## src/hdl/cle_pkg.sv

```systemverilog
// ----------------------------------------------------------------------------
// cle_pkg: shared types and codes for the cursor list engine
// Command and status codes plus the control and status bundles that join
// the controller and the datapath.
// ----------------------------------------------------------------------------
package cle_pkg;

  // Command codes carried on the cmd port.
  localparam logic [3:0] CMD_READ        = 4'd0;
  localparam logic [3:0] CMD_INSERT      = 4'd1;
  localparam logic [3:0] CMD_ATTACH      = 4'd2;
  localparam logic [3:0] CMD_INS_FRONT   = 4'd3;
  localparam logic [3:0] CMD_APPEND      = 4'd4;
  localparam logic [3:0] CMD_START       = 4'd5;
  localparam logic [3:0] CMD_ADVANCE     = 4'd6;
  localparam logic [3:0] CMD_TO_LAST     = 4'd7;
  localparam logic [3:0] CMD_REM_CURRENT = 4'd8;
  localparam logic [3:0] CMD_REM_FRONT   = 4'd9;

  // Result status codes.
  localparam logic [1:0] ST_DONE  = 2'd0;
  localparam logic [1:0] ST_FULL  = 2'd1;
  localparam logic [1:0] ST_NOCUR = 2'd2;

  // Controller to datapath.
  typedef struct packed {
    logic load;      // capture a new request and its decoded effect
    logic up_read;   // read the entry below the gap during an upward shift
    logic up_write;  // write it one place higher
    logic put;       // write the new value into the opened gap
    logic dn_read;   // read the entry above the hole during a downward shift
    logic dn_write;  // write it one place lower
  } cle_cmd_t;

  // Datapath to controller.
  typedef struct packed {
    logic need_up;   // the pending request opens a gap
    logic need_dn;   // the pending request closes a hole
    logic up_more;   // entries remain to move up
    logic dn_more;   // entries remain to move down
  } cle_stat_t;

endpackage

```

## src/hdl/cle_ram.sv

```systemverilog
// ----------------------------------------------------------------------------
// cle_ram: generic simple dual-port RAM
// One write port and one read port, read data registered.
// ----------------------------------------------------------------------------
module cle_ram #(
  parameter int WIDTH = 32,
  parameter int DEPTH = 32,
  localparam int AW = $clog2(DEPTH)
) (
  input  logic             clk,
  input  logic             we,
  input  logic [AW-1:0]    waddr,
  input  logic [WIDTH-1:0] wdata,
  input  logic [AW-1:0]    raddr,
  output logic [WIDTH-1:0] rdata
);

  logic [WIDTH-1:0] mem [DEPTH];

  always_ff @(posedge clk) begin
    if (we) begin
      mem[waddr] <= wdata;
    end
    rdata <= mem[raddr];
  end

endmodule

```

## src/hdl/cle_ctrl.sv

```systemverilog
// ----------------------------------------------------------------------------
// cle_ctrl: sequencer for the cursor list engine
// Walks each request through decode, the entry shift, the final read of the
// current entry and the one-cycle result.
// ----------------------------------------------------------------------------
module cle_ctrl
  import cle_pkg::*;
(
  input  logic      clk,
  input  logic      rst,
  input  logic      start,
  input  cle_stat_t stat,
  output cle_cmd_t  cmd,
  output logic      busy,
  output logic      done
);

  localparam logic [2:0] S_IDLE  = 3'd0;
  localparam logic [2:0] S_UP_RD = 3'd1;
  localparam logic [2:0] S_UP_WR = 3'd2;
  localparam logic [2:0] S_PUT   = 3'd3;
  localparam logic [2:0] S_DN_RD = 3'd4;
  localparam logic [2:0] S_DN_WR = 3'd5;
  localparam logic [2:0] S_FETCH = 3'd6;
  localparam logic [2:0] S_SHOW  = 3'd7;

  logic [2:0] state;
  logic [2:0] state_next;

  always_ff @(posedge clk) begin
    if (rst) begin
      state <= S_IDLE;
    end else begin
      state <= state_next;
    end
  end

  always_comb begin
    cmd        = '0;
    state_next = state;
    unique case (state)
      S_IDLE: begin
        if (start) begin
          cmd.load = 1'b1;
          if (stat.need_up) begin
            state_next = S_UP_RD;
          end else if (stat.need_dn) begin
            state_next = S_DN_RD;
          end else begin
            state_next = S_FETCH;
          end
        end
      end
      S_UP_RD: begin
        if (stat.up_more) begin
          cmd.up_read = 1'b1;
          state_next  = S_UP_WR;
        end else begin
          state_next = S_PUT;
        end
      end
      S_UP_WR: begin
        cmd.up_write = 1'b1;
        state_next   = S_UP_RD;
      end
      S_PUT: begin
        cmd.put    = 1'b1;
        state_next = S_FETCH;
      end
      S_DN_RD: begin
        if (stat.dn_more) begin
          cmd.dn_read = 1'b1;
          state_next  = S_DN_WR;
        end else begin
          state_next = S_FETCH;
        end
      end
      S_DN_WR: begin
        cmd.dn_write = 1'b1;
        state_next   = S_DN_RD;
      end
      S_FETCH: begin
        state_next = S_SHOW;
      end
      S_SHOW: begin
        state_next = S_IDLE;
      end
      default: begin
        state_next = S_IDLE;
      end
    endcase
  end

  assign busy = (state != S_IDLE);
  assign done = (state == S_SHOW);

endmodule

```

## src/hdl/cle_dpath.sv

```systemverilog
// ----------------------------------------------------------------------------
// cle_dpath: datapath of the cursor list engine
// Holds the count, cursor and shift index, decodes each request and drives
// the entry store.
// ----------------------------------------------------------------------------
module cle_dpath
  import cle_pkg::*;
#(
  parameter int DEPTH = 32,
  parameter int DATA_WIDTH = 32,
  localparam int CW = $clog2(DEPTH + 1),
  localparam int AW = $clog2(DEPTH)
) (
  input  logic          clk,
  input  logic          rst,
  input  cle_cmd_t      cmd,
  output cle_stat_t     stat,
  input  logic [3:0]    cmd_code,
  input  logic [31:0]   entry_value,
  output logic [1:0]    status,
  output logic [31:0]   current_value,
  output logic          has_current,
  output logic [CW-1:0] entry_count,
  output logic [CW-1:0] cursor_pos
);

  logic [CW-1:0]         count;
  logic [CW-1:0]         cursor;
  logic [CW-1:0]         idx;
  logic [CW-1:0]         lim;
  logic [DATA_WIDTH-1:0] value;
  logic [1:0]            status_reg;

  // Decoded effect of the request on the cmd port.
  logic                  cur_ok;
  logic                  full;
  logic [CW-1:0]         pos;
  logic [CW-1:0]         count_next;
  logic [CW-1:0]         cursor_next;
  logic [1:0]            status_next;
  logic                  up;
  logic                  dn;
  logic [CW-1:0]         last;

  logic [DATA_WIDTH+31:0] value_ext;
  logic [DATA_WIDTH+31:0] read_ext;

  logic                  we;
  logic [AW-1:0]         waddr;
  logic [DATA_WIDTH-1:0] wdata;
  logic [AW-1:0]         raddr;
  logic [DATA_WIDTH-1:0] rdata;
  logic [CW-1:0]         raddr_full;

  assign cur_ok = (cursor < count);
  assign full   = (count == CW'(DEPTH));
  assign last   = count - CW'(1);

  always_comb begin
    pos         = '0;
    count_next  = count;
    cursor_next = cursor;
    status_next = ST_DONE;
    up          = 1'b0;
    dn          = 1'b0;
    case (cmd_code)
      CMD_INSERT, CMD_ATTACH, CMD_INS_FRONT, CMD_APPEND: begin
        if (full) begin
          status_next = ST_FULL;
        end else begin
          up         = 1'b1;
          count_next = count + CW'(1);
          case (cmd_code)
            CMD_INSERT: begin
              pos         = cur_ok ? cursor : '0;
              cursor_next = pos;
            end
            CMD_ATTACH: begin
              pos         = cur_ok ? (cursor + CW'(1)) : count;
              cursor_next = pos;
            end
            CMD_INS_FRONT: begin
              pos         = '0;
              cursor_next = '0;
            end
            default: begin
              pos = count;
            end
          endcase
        end
      end
      CMD_START: begin
        cursor_next = '0;
      end
      CMD_ADVANCE: begin
        if (cur_ok) begin
          cursor_next = cursor + CW'(1);
        end else begin
          status_next = ST_NOCUR;
        end
      end
      CMD_TO_LAST: begin
        if (count == '0) begin
          status_next = ST_NOCUR;
        end else begin
          cursor_next = last;
        end
      end
      CMD_REM_CURRENT: begin
        if (cur_ok) begin
          dn         = 1'b1;
          pos        = cursor;
          count_next = last;
        end else begin
          status_next = ST_NOCUR;
        end
      end
      CMD_REM_FRONT: begin
        if (count == '0) begin
          status_next = ST_NOCUR;
        end else begin
          dn          = 1'b1;
          pos         = '0;
          count_next  = last;
          cursor_next = (cursor > last) ? last : cursor;
        end
      end
      default: begin
      end
    endcase
  end

  always_ff @(posedge clk) begin
    if (rst) begin
      count  <= '0;
      cursor <= '0;
    end else if (cmd.load) begin
      count  <= count_next;
      cursor <= cursor_next;
    end
  end

  assign value_ext = {{DATA_WIDTH{1'b0}}, entry_value};

  always_ff @(posedge clk) begin
    if (cmd.load) begin
      idx        <= up ? count : pos;
      lim        <= pos;
      value      <= value_ext[DATA_WIDTH-1:0];
      status_reg <= status_next;
    end else if (cmd.up_write) begin
      idx <= idx - CW'(1);
    end else if (cmd.dn_write) begin
      idx <= idx + CW'(1);
    end
  end

  // During a shift the count already holds the new count, so a downward
  // shift is finished once the index reaches it.
  assign stat.need_up = up;
  assign stat.need_dn = dn;
  assign stat.up_more = (idx > lim);
  assign stat.dn_more = (idx < count);

  always_comb begin
    if (cmd.up_read) begin
      raddr_full = idx - CW'(1);
    end else if (cmd.dn_read) begin
      raddr_full = idx + CW'(1);
    end else begin
      raddr_full = cursor;
    end
  end

  assign raddr = raddr_full[AW-1:0];
  assign we    = cmd.up_write | cmd.dn_write | cmd.put;
  assign waddr = cmd.put ? lim[AW-1:0] : idx[AW-1:0];
  assign wdata = cmd.put ? value : rdata;

  cle_ram #(
    .WIDTH(DATA_WIDTH),
    .DEPTH(DEPTH)
  ) u_store (
    .clk  (clk),
    .we   (we),
    .waddr(waddr),
    .wdata(wdata),
    .raddr(raddr),
    .rdata(rdata)
  );

  assign read_ext      = {32'd0, rdata};
  assign has_current   = cur_ok;
  assign current_value = cur_ok ? read_ext[31:0] : 32'd0;
  assign status        = status_reg;
  assign entry_count   = count;
  assign cursor_pos    = cursor;

endmodule

```

## src/hdl/cursor_list_engine.sv

```systemverilog
// ----------------------------------------------------------------------------
// cursor_list_engine: bounded ordered list with a cursor
// Stores up to DEPTH entries in order, keeps a cursor on the current entry
// and edits, moves or reads the list one request at a time.
// ----------------------------------------------------------------------------
//
//   Channel   Handshake             Payload
//   -------   -------------------   ----------------------------------------
//   request   start && !busy        cmd, entry_value
//   result    done (one cycle)      status, current_value, has_current,
//                                   entry_count, cursor_pos
//
// A request that moves no entry goes straight to the read of the current
// entry and the result. An insert first opens a gap by moving entries one
// place up and then writes the new value into it, and a removal closes the
// hole by moving entries one place down. The store is a single RAM with one
// read and one write port and a registered read, so each moved entry is
// read in one step and written back in the next. Reset clears the count and
// the cursor; the store needs no clearing, since only entries below the
// count are ever moved or shown. Busy is high from the cycle after
// acceptance through the cycle of the result, so the next request is taken
// at the earliest in the cycle after the result. The result is shown for
// exactly one cycle with done high; the receiver cannot stall it.
//
module cursor_list_engine
  import cle_pkg::*;
#(
  parameter int DEPTH = 32,
  parameter int DATA_WIDTH = 32,
  localparam int CW = $clog2(DEPTH + 1)
) (
  input  logic          clk,
  input  logic          rst,
  input  logic          start,
  output logic          busy,
  input  logic [3:0]    cmd,
  input  logic [31:0]   entry_value,
  output logic          done,
  output logic [1:0]    status,
  output logic [31:0]   current_value,
  output logic          has_current,
  output logic [CW-1:0] entry_count,
  output logic [CW-1:0] cursor_pos
);

  // The controller sequences each request; the datapath decodes it, keeps
  // the count and cursor, and shifts entries through the store one at a
  // time as the controller steps it.
  cle_cmd_t  ctl;
  cle_stat_t stat;

  cle_ctrl u_ctrl (
    .clk  (clk),
    .rst  (rst),
    .start(start),
    .stat (stat),
    .cmd  (ctl),
    .busy (busy),
    .done (done)
  );

  cle_dpath #(
    .DEPTH     (DEPTH),
    .DATA_WIDTH(DATA_WIDTH)
  ) u_dpath (
    .clk          (clk),
    .rst          (rst),
    .cmd          (ctl),
    .stat         (stat),
    .cmd_code     (cmd),
    .entry_value  (entry_value),
    .status       (status),
    .current_value(current_value),
    .has_current  (has_current),
    .entry_count  (entry_count),
    .cursor_pos   (cursor_pos)
  );

endmodule
```

## config.mk

```make
export PLATFORM = sky130hd
export DESIGN_NAME = cursor_list_engine
export DESIGN_NICKNAME = d
export VERILOG_FILES = /design/src/hdl/cle_pkg.sv /design/src/hdl/cle_ram.sv /design/src/hdl/cle_ctrl.sv /design/src/hdl/cle_dpath.sv /design/src/hdl/cursor_list_engine.sv
export SDC_FILE = /design/constraint.sdc
export NUM_CORES = 2
export LEC_CHECK = 0
export BUFFER_PORTS_ARGS = -buffer_cell sky130_fd_sc_hd__buf_2
export CAP_MARGIN = 15
export CORE_MARGIN = 2
export CORE_UTILIZATION = 37
export CTS_CLUSTER_DIAMETER = 150
export DETAILED_ROUTE_END_ITERATION = 8
export PLACE_DENSITY = 0.57
export SYNTH_ARGS = -nofsm -noshare
export SYNTH_HDL_FRONTEND = slang
export SYNTH_SLANG_ARGS = --single-unit
```

## constraint.sdc

```tcl
create_clock -name clk -period 3.55 [get_ports clk]
set_clock_uncertainty 0.1 [all_clocks]
set_input_delay 0.71 -clock clk [delete_from_list [all_inputs] [get_ports clk]]
set_output_delay 0.71 -clock clk [all_outputs]
set_load 0.02 [all_outputs]
```

* Word level (Yosys, flattened, before mapping)
Memories as Yosys holds them, arrays and structs flattened. A register that Yosys moved wholly into a read port is not among the register bits. Index checks and enable logic that the tools add are counted.
Word-level totals: memories kept 1, memory bits (read-only) 0, RAM bits 1024, register bits after elaboration 61, latch bits 0, input port bits 39
Memories:
- u_dpath.u_store.mem | words 32, width 32, read ports 1, clocked after Yosys merged registers in 1, wr ports 1, RTL line cle_ram.sv:18 | logic [WIDTH-1:0] mem [DEPTH];
Cells by class: bitwise gates (word level) 2, mux-type cells 50, divide/modulo/power cells 0, shift operators 0, add/subtract/negate cells 5, reductions and logical operators 11, multiply operators 0, equality and inequality tests 25, $lt $le $gt $ge 4
Operators with widths (number):
- $mux 6 | 14
- $mux 32 | 2
- $pmux 6 s3 | 3
- $pmux 6 s5 | 1
- $pmux 3 s8 | 1
- $add 6x1->6 const B | 3
- $mux 1 | 17
- $eq 4x3->1 const B | 4
- $mux 5 | 3
- $eq 3x3->1 const B | 4
- $gt 6x6->1 | 2
- $lt 6x6->1 | 2
- $pmux 6 s2 | 1
- $sub 6x1->6 const B | 2
- $reduce_bool 3->1 | 3
- $eq 4x2->1 const B | 2
- $eq 4x4->1 const B | 2
- $mux 2 | 4
- $ne 2x2->1 const B | 4
- $reduce_and 8->1 | 1
- $eq 3x2->1 const B | 2
- $eq 6x6->1 const B | 1
- $logic_not 6->1 | 1
- $mux 3 | 2
- 12 further kinds | 16

* Logic depth before layout (Yosys ltp)
word-level depth 7, mapped depth 16

* Modules after synthesis
Synthesis repeated with hierarchy kept, for this count alone.
Second synthesis, totals: cells, all modules 2743, area, all modules 45153.3 um^2
Modules (own cells, without submodules):
- cle_ram | area each 40492.6 um^2, times used 1, cells each 2260
- cle_dpath | area each 4418.0 um^2, times used 1, cells each 452
- cle_ctrl | area each 242.7 um^2, times used 1, cells each 31

* Worst setup path before layout
Ideal clock, no wire load.
kind reg-to-reg, start point reg u_ctrl.state[1], end point mem u_dpath.u_store.mem[24][0] (enable), period minus slack after synthesis 3.485 ns, stages on the path, launching flop included 8, required time 3.029 ns, library setup time 0.421 ns, arrival time 2.964 ns, slack 0.065 ns, cell sequence dfxtp_1 clkbuf_1 nor2b_1 nand2_1 clkbuf_1 o31ai_1 nand2_1 nor2_1
Between the ends: word-level cells in the longest chain between the ends 6, elaborated cells on any way between the ends 11, classes of those cells 3 x eq/ne; 6 x mux; 2 x bitwise
RTL lines:
- from (decl) | RTL line cle_ctrl.sv:27 | logic [2:0] state;
- from (signal assigned) | RTL line cle_ctrl.sv:34 | state <= state_next;
- $eq 3x2->1 or $eq 3x3->1 (tied branches) | RTL line cle_ctrl.sv:41 | unique case (state)
- $mux 1 | RTL line cle_ctrl.sv:41
- $or 1x1->1 (2 in series) | RTL line cle_dpath.sv:176 | assign we = cmd.up_write | cmd.dn_write | cmd.put;
- $mux 1 | RTL line cle_ram.sv:21 | if (we) begin
- $mux 1 (not written as such) | RTL line cle_ram.sv:22 | mem[waddr] <= wdata;
- to (decl) | RTL line cle_ram.sv:18
Several ways; a longest one is shown, not always the timed one.

* Worst setup path after layout
start point reg u_dpath.count[0] (netlist: u_dpath.entry_count[0]), end point out current_value[19]
Between the ends: word-level cells in the longest chain between the ends 2
RTL lines:
- from (decl) | RTL line cle_dpath.sv:27 | logic [CW-1:0] count;
- from (signal assigned) | RTL line cle_dpath.sv:138 | count <= count_next;
- $lt 6x6->1 | RTL line cle_dpath.sv:55 | assign cur_ok = (cursor < count);
- $mux 32 | RTL line cle_dpath.sv:194 | assign current_value = cur_ok ? read_ext[31:0] : 32'd0;
- to (decl) | RTL line cursor_list_engine.sv:40 | output logic [31:0] current_value,
Every way passes these cells.

==> results.md <==
- Seq pwr share: 36.3%
- Syn Area/Cell: 14.2 um^2
- Async SR Flop Fraction: 0%
- Worst Hold Slack: 0.0606 ns
- DR iter-0 viols: 3045
- Reg2Reg Capture Point: u_dpath.u_store.rdata[2]$_DFF_P_
- Netlist Area Pre-Place: 46200 um^2
- GRT overflow: 0
- P_leak: 19.7 nW
- Max-slew violations: 0
- I/O pin total: 88
- CTS Root Cell: clkbuf_16
- Setup Total Neg Slack: -2.01 ns
- Total track usage: 20.4%
- Final setup fails: 33
- Vias in the first global route: 28.1k
- Maxcap violations: 0
- Seq/Total Area, Yosys: 71.6%
- RSZ-0062 raised after global routing: true
- Routed Antenna Nets: 0
- Share of the synthesized area in the top cell type: 69.6%
- Clock net sink count: 1117
- Most used cell, CP: o21a_1
- DRT Pass-1 Iters: 8
- Largest net degree at the start of global routing: 105
- Full die area: 128000 um^2
- Number of synthesized flops with an enable pin: 1070
- Top Registers: u_dpath.u_store.mem (1024), u_dpath.u_store.rdata (32), u_dpath.value (32)
- Most frequent cells in the layout: edfxtp_1, nand2_1, buf_4
- Status: complete, but fails checks
- Max FFs per register: 1024
- Initial Utilization: 37.3%
- Most common cell after layout, fill and taps aside: edfxtp_1
- Dominant synthesized flop cell: edfxtp_1
- Hold-fix buffers, CTS: 0
- Worst Tran Pin Value: 1.01 ns
- Area delta synth->final: 21.7%
- Synth Instances: 3243
- CTS Buf Count: 112
- First-pass GRT wire length: 192 mm
- Routed len/inst: 26.0 um
- Origin of the critical flop-to-flop path: u_dpath.lim[3]$_DFFE_PP_
- Worst hold path type: primary input to register
- Fin crit share: 104%
- CP max stage cell: dfxtp_4
- Syn nets: 3311
- CP Class: register to primary output
- CP endpoint: current_value[19]
- Number of nets in the layout: 3587
- Internal: 32.2 mW
- Setup ws final: -0.133 ns
- Peak VDD IR: 440 uV
- Startpoint types: register
- Failing checks: DRC, setup timing
- Die X: 357 um
- Worst Reg-to-Reg Cells: 14
- Routability cong.: 0.855
- Via-per-instance ratio: 5.58
- Die Y: 357 um
- Share of cells above drive strength 1: 22.2%
- Pwr/cell area: 886 nW/um^2
- Crit path capture type: primary output
- Rows: 129
- WP data arrival: 2.87 ns
- Minimum clock period: 3.68 ns
- Reg2reg setup slack: 0.06 ns
- Core area: 124000 um^2
- DP Worst Slack: -0.0711 ns
- Clock network power share: 24.3%
- Slowest stage delay, CP: 0.39 ns
- Sw frac: 35.4%
- Unique masters post-synth: 70
- Final Hold Viols: 0
- Crit. Startpoint: u_dpath.entry_count[0]$_SDFFE_PP0P_
- Total vias in the final route: 29.3k
- Post-route insts no fill: 5257
- Placed insts: 4983
- Clock latency at the later pin of the worst-skew pair: 0.70 ns
- Critical-path cell list: buf_4 > ha_1 > nor2b_4 > o21a_1 > o21a_1 > o21a_1 > o21ai_4 > buf_12 > buf_16 > and3_4 > buf_6
- Max Freq: 0.271 GHz
- Worst-path clk slew: 0.07 ns
- Yosys Warn Count: 0
- Area leader, netlist: edfxtp_1
- DP HPWL: 76.2 mm
- #FFs+latches synth: 1117
- IO buf count: 87
- Required time worst endpoint: 2.74 ns
- Residual DRC: 12
- Synth area leaders: edfxtp_1, mux2i_1, nand2_1
- Rel. slew slack: 32.0%
- Largest Register: u_dpath.u_store.mem
- Comb power frac: 39.4%
- H-tree depth: 3
- Initial antenna violation count: 2
- Max Root-Sink Buffers: 3
- CP Max Fanout: 8
- CTS tree: built
- Final wirelength: 137 mm
- P_sw: 17.6 mW
[critical path: cells and delay by family (launching register included)]
| family | cells | cell delay [ns] |
|---|---|---|
| AOI/OAI and AO/OA | 4 | 0.69 |
| adders and majority gates | 1 | 0.20 |
| buffers and inverters | 4 | 0.62 |
| DFF | 1 | 0.39 |
| and+or+nand+nor | 2 | 0.29 |
[power by group through the flow]
stage               sequential (mW)  combinational, mW  clock, mW
floorplan                      18.1               10.4          0
global placement               18.3               17.2          0
detailed placement             18.3               17.4          0
CTS                            18.1               17.8       12.3
global route                   18.1               20.9       12.8
finish                         18.1               19.6       12.1
[logic make-up after synthesis]
group | Yosys count | share of synthesized area [%]
simple gates | 857 | 8.78
fa+ha+maj | 29 | 0.786
buf+inv | 261 | 2.36
xor+xnor | 21 | 0.398
mux | 238 | 5.52
flops | 1117 | 71.6
compound gates | 720 | 10.5
[metrics by stage]
stage	power, mW	area, um^2	util (%)
global placement	35.6	50800	41.1
detailed placement	35.7	50800	41.1
global route	51.9	56200	45.4
floorplan	28.5	46200	-
finish	49.8	56200	45.4
CTS	48.1	54900	44.4
[cell usage after synthesis, drive strengths merged, types with 2 or more instances]
cell type	n
nand3	111
xnor2	15
a22oi	6
nand2b	4
mux2i	171
o311a	2
inv	27
a21o	2
a311oi	4
a221oi	6
a2bb2oi	3
o31ai	8
nor2	64
or3	5
o41ai	3
dfxtp	47
buf	81
nor2b	7
and3	219
a31oi	37
o32ai	2
edfxtp	1070
o311ai	7
nand2	403
o211a	4
o221a	3
o22ai	38
o211ai	31
or2	5
nor3	17
o221ai	32
a211oi	217
ha	29
nor3b	2
mux2	67
and2	5
clkbuf	153
o21a	9
a21oi	141
nand3b	3
o21ai	156
nor4	4
nand4	4
xor2	6
a31o	2
[cell type report]
cell class                      instances  area, um^2
Fill cell                           10800       67600
Sequential cell                      1117       33100
Multi-Input combinational cell       1866       12800
Timing Repair Buffer                  395        4350
Clock buffer                          148        3010
Tap cell                             1637        2050
Clock inverter                         65         768
Inverter                               27         101
Antenna cell                            2        5.00
[worst min-delay path by stage]
stage / slack, ns / end / cells past startpoint / startpoint
2_1_floorplan: 0.51 / u_ctrl.state[2]$_SDFFE_PP0P_ / 3 / u_ctrl.state[2]$_SDFFE_PP0P_
3_3_place_gp: 0.54 / u_dpath.entry_count[1]$_SDFFE_PP0P_ / 3 / u_dpath.entry_count[1]$_SDFFE_PP0P_
3_5_place_dp: 0.54 / u_dpath.entry_count[1]$_SDFFE_PP0P_ / 3 / u_dpath.entry_count[1]$_SDFFE_PP0P_
4_1_cts: 0.02 / u_dpath.value[15]$_DFFE_PP_ / 1 / entry_value[15]
5_1_grt: 0.05 / u_dpath.value[13]$_DFFE_PP_ / 1 / entry_value[13]
6_report: 0.06 / u_dpath.value[15]$_DFFE_PP_ / 1 / entry_value[15]
[layer usage]
metal	track usage, %	vias to the layer above	wire [um]
met5	0	-	0
met4	6.48	0	3870
met3	2.37	199	8380
met2	33.8	1038	66000
met1	28.1	15000	58600
li1	-	13100	-
[what timing repair did]
item | 4_1_cts | 5_1_grt
cloned | 2 | 16
pin swaps | 6 | 41
endpoints found under the setup margin | 42 | 65
resized for setup | 60 | 122
setup buffers | 8 | 35
Note: power is estimated with default switching activity, not from simulation.
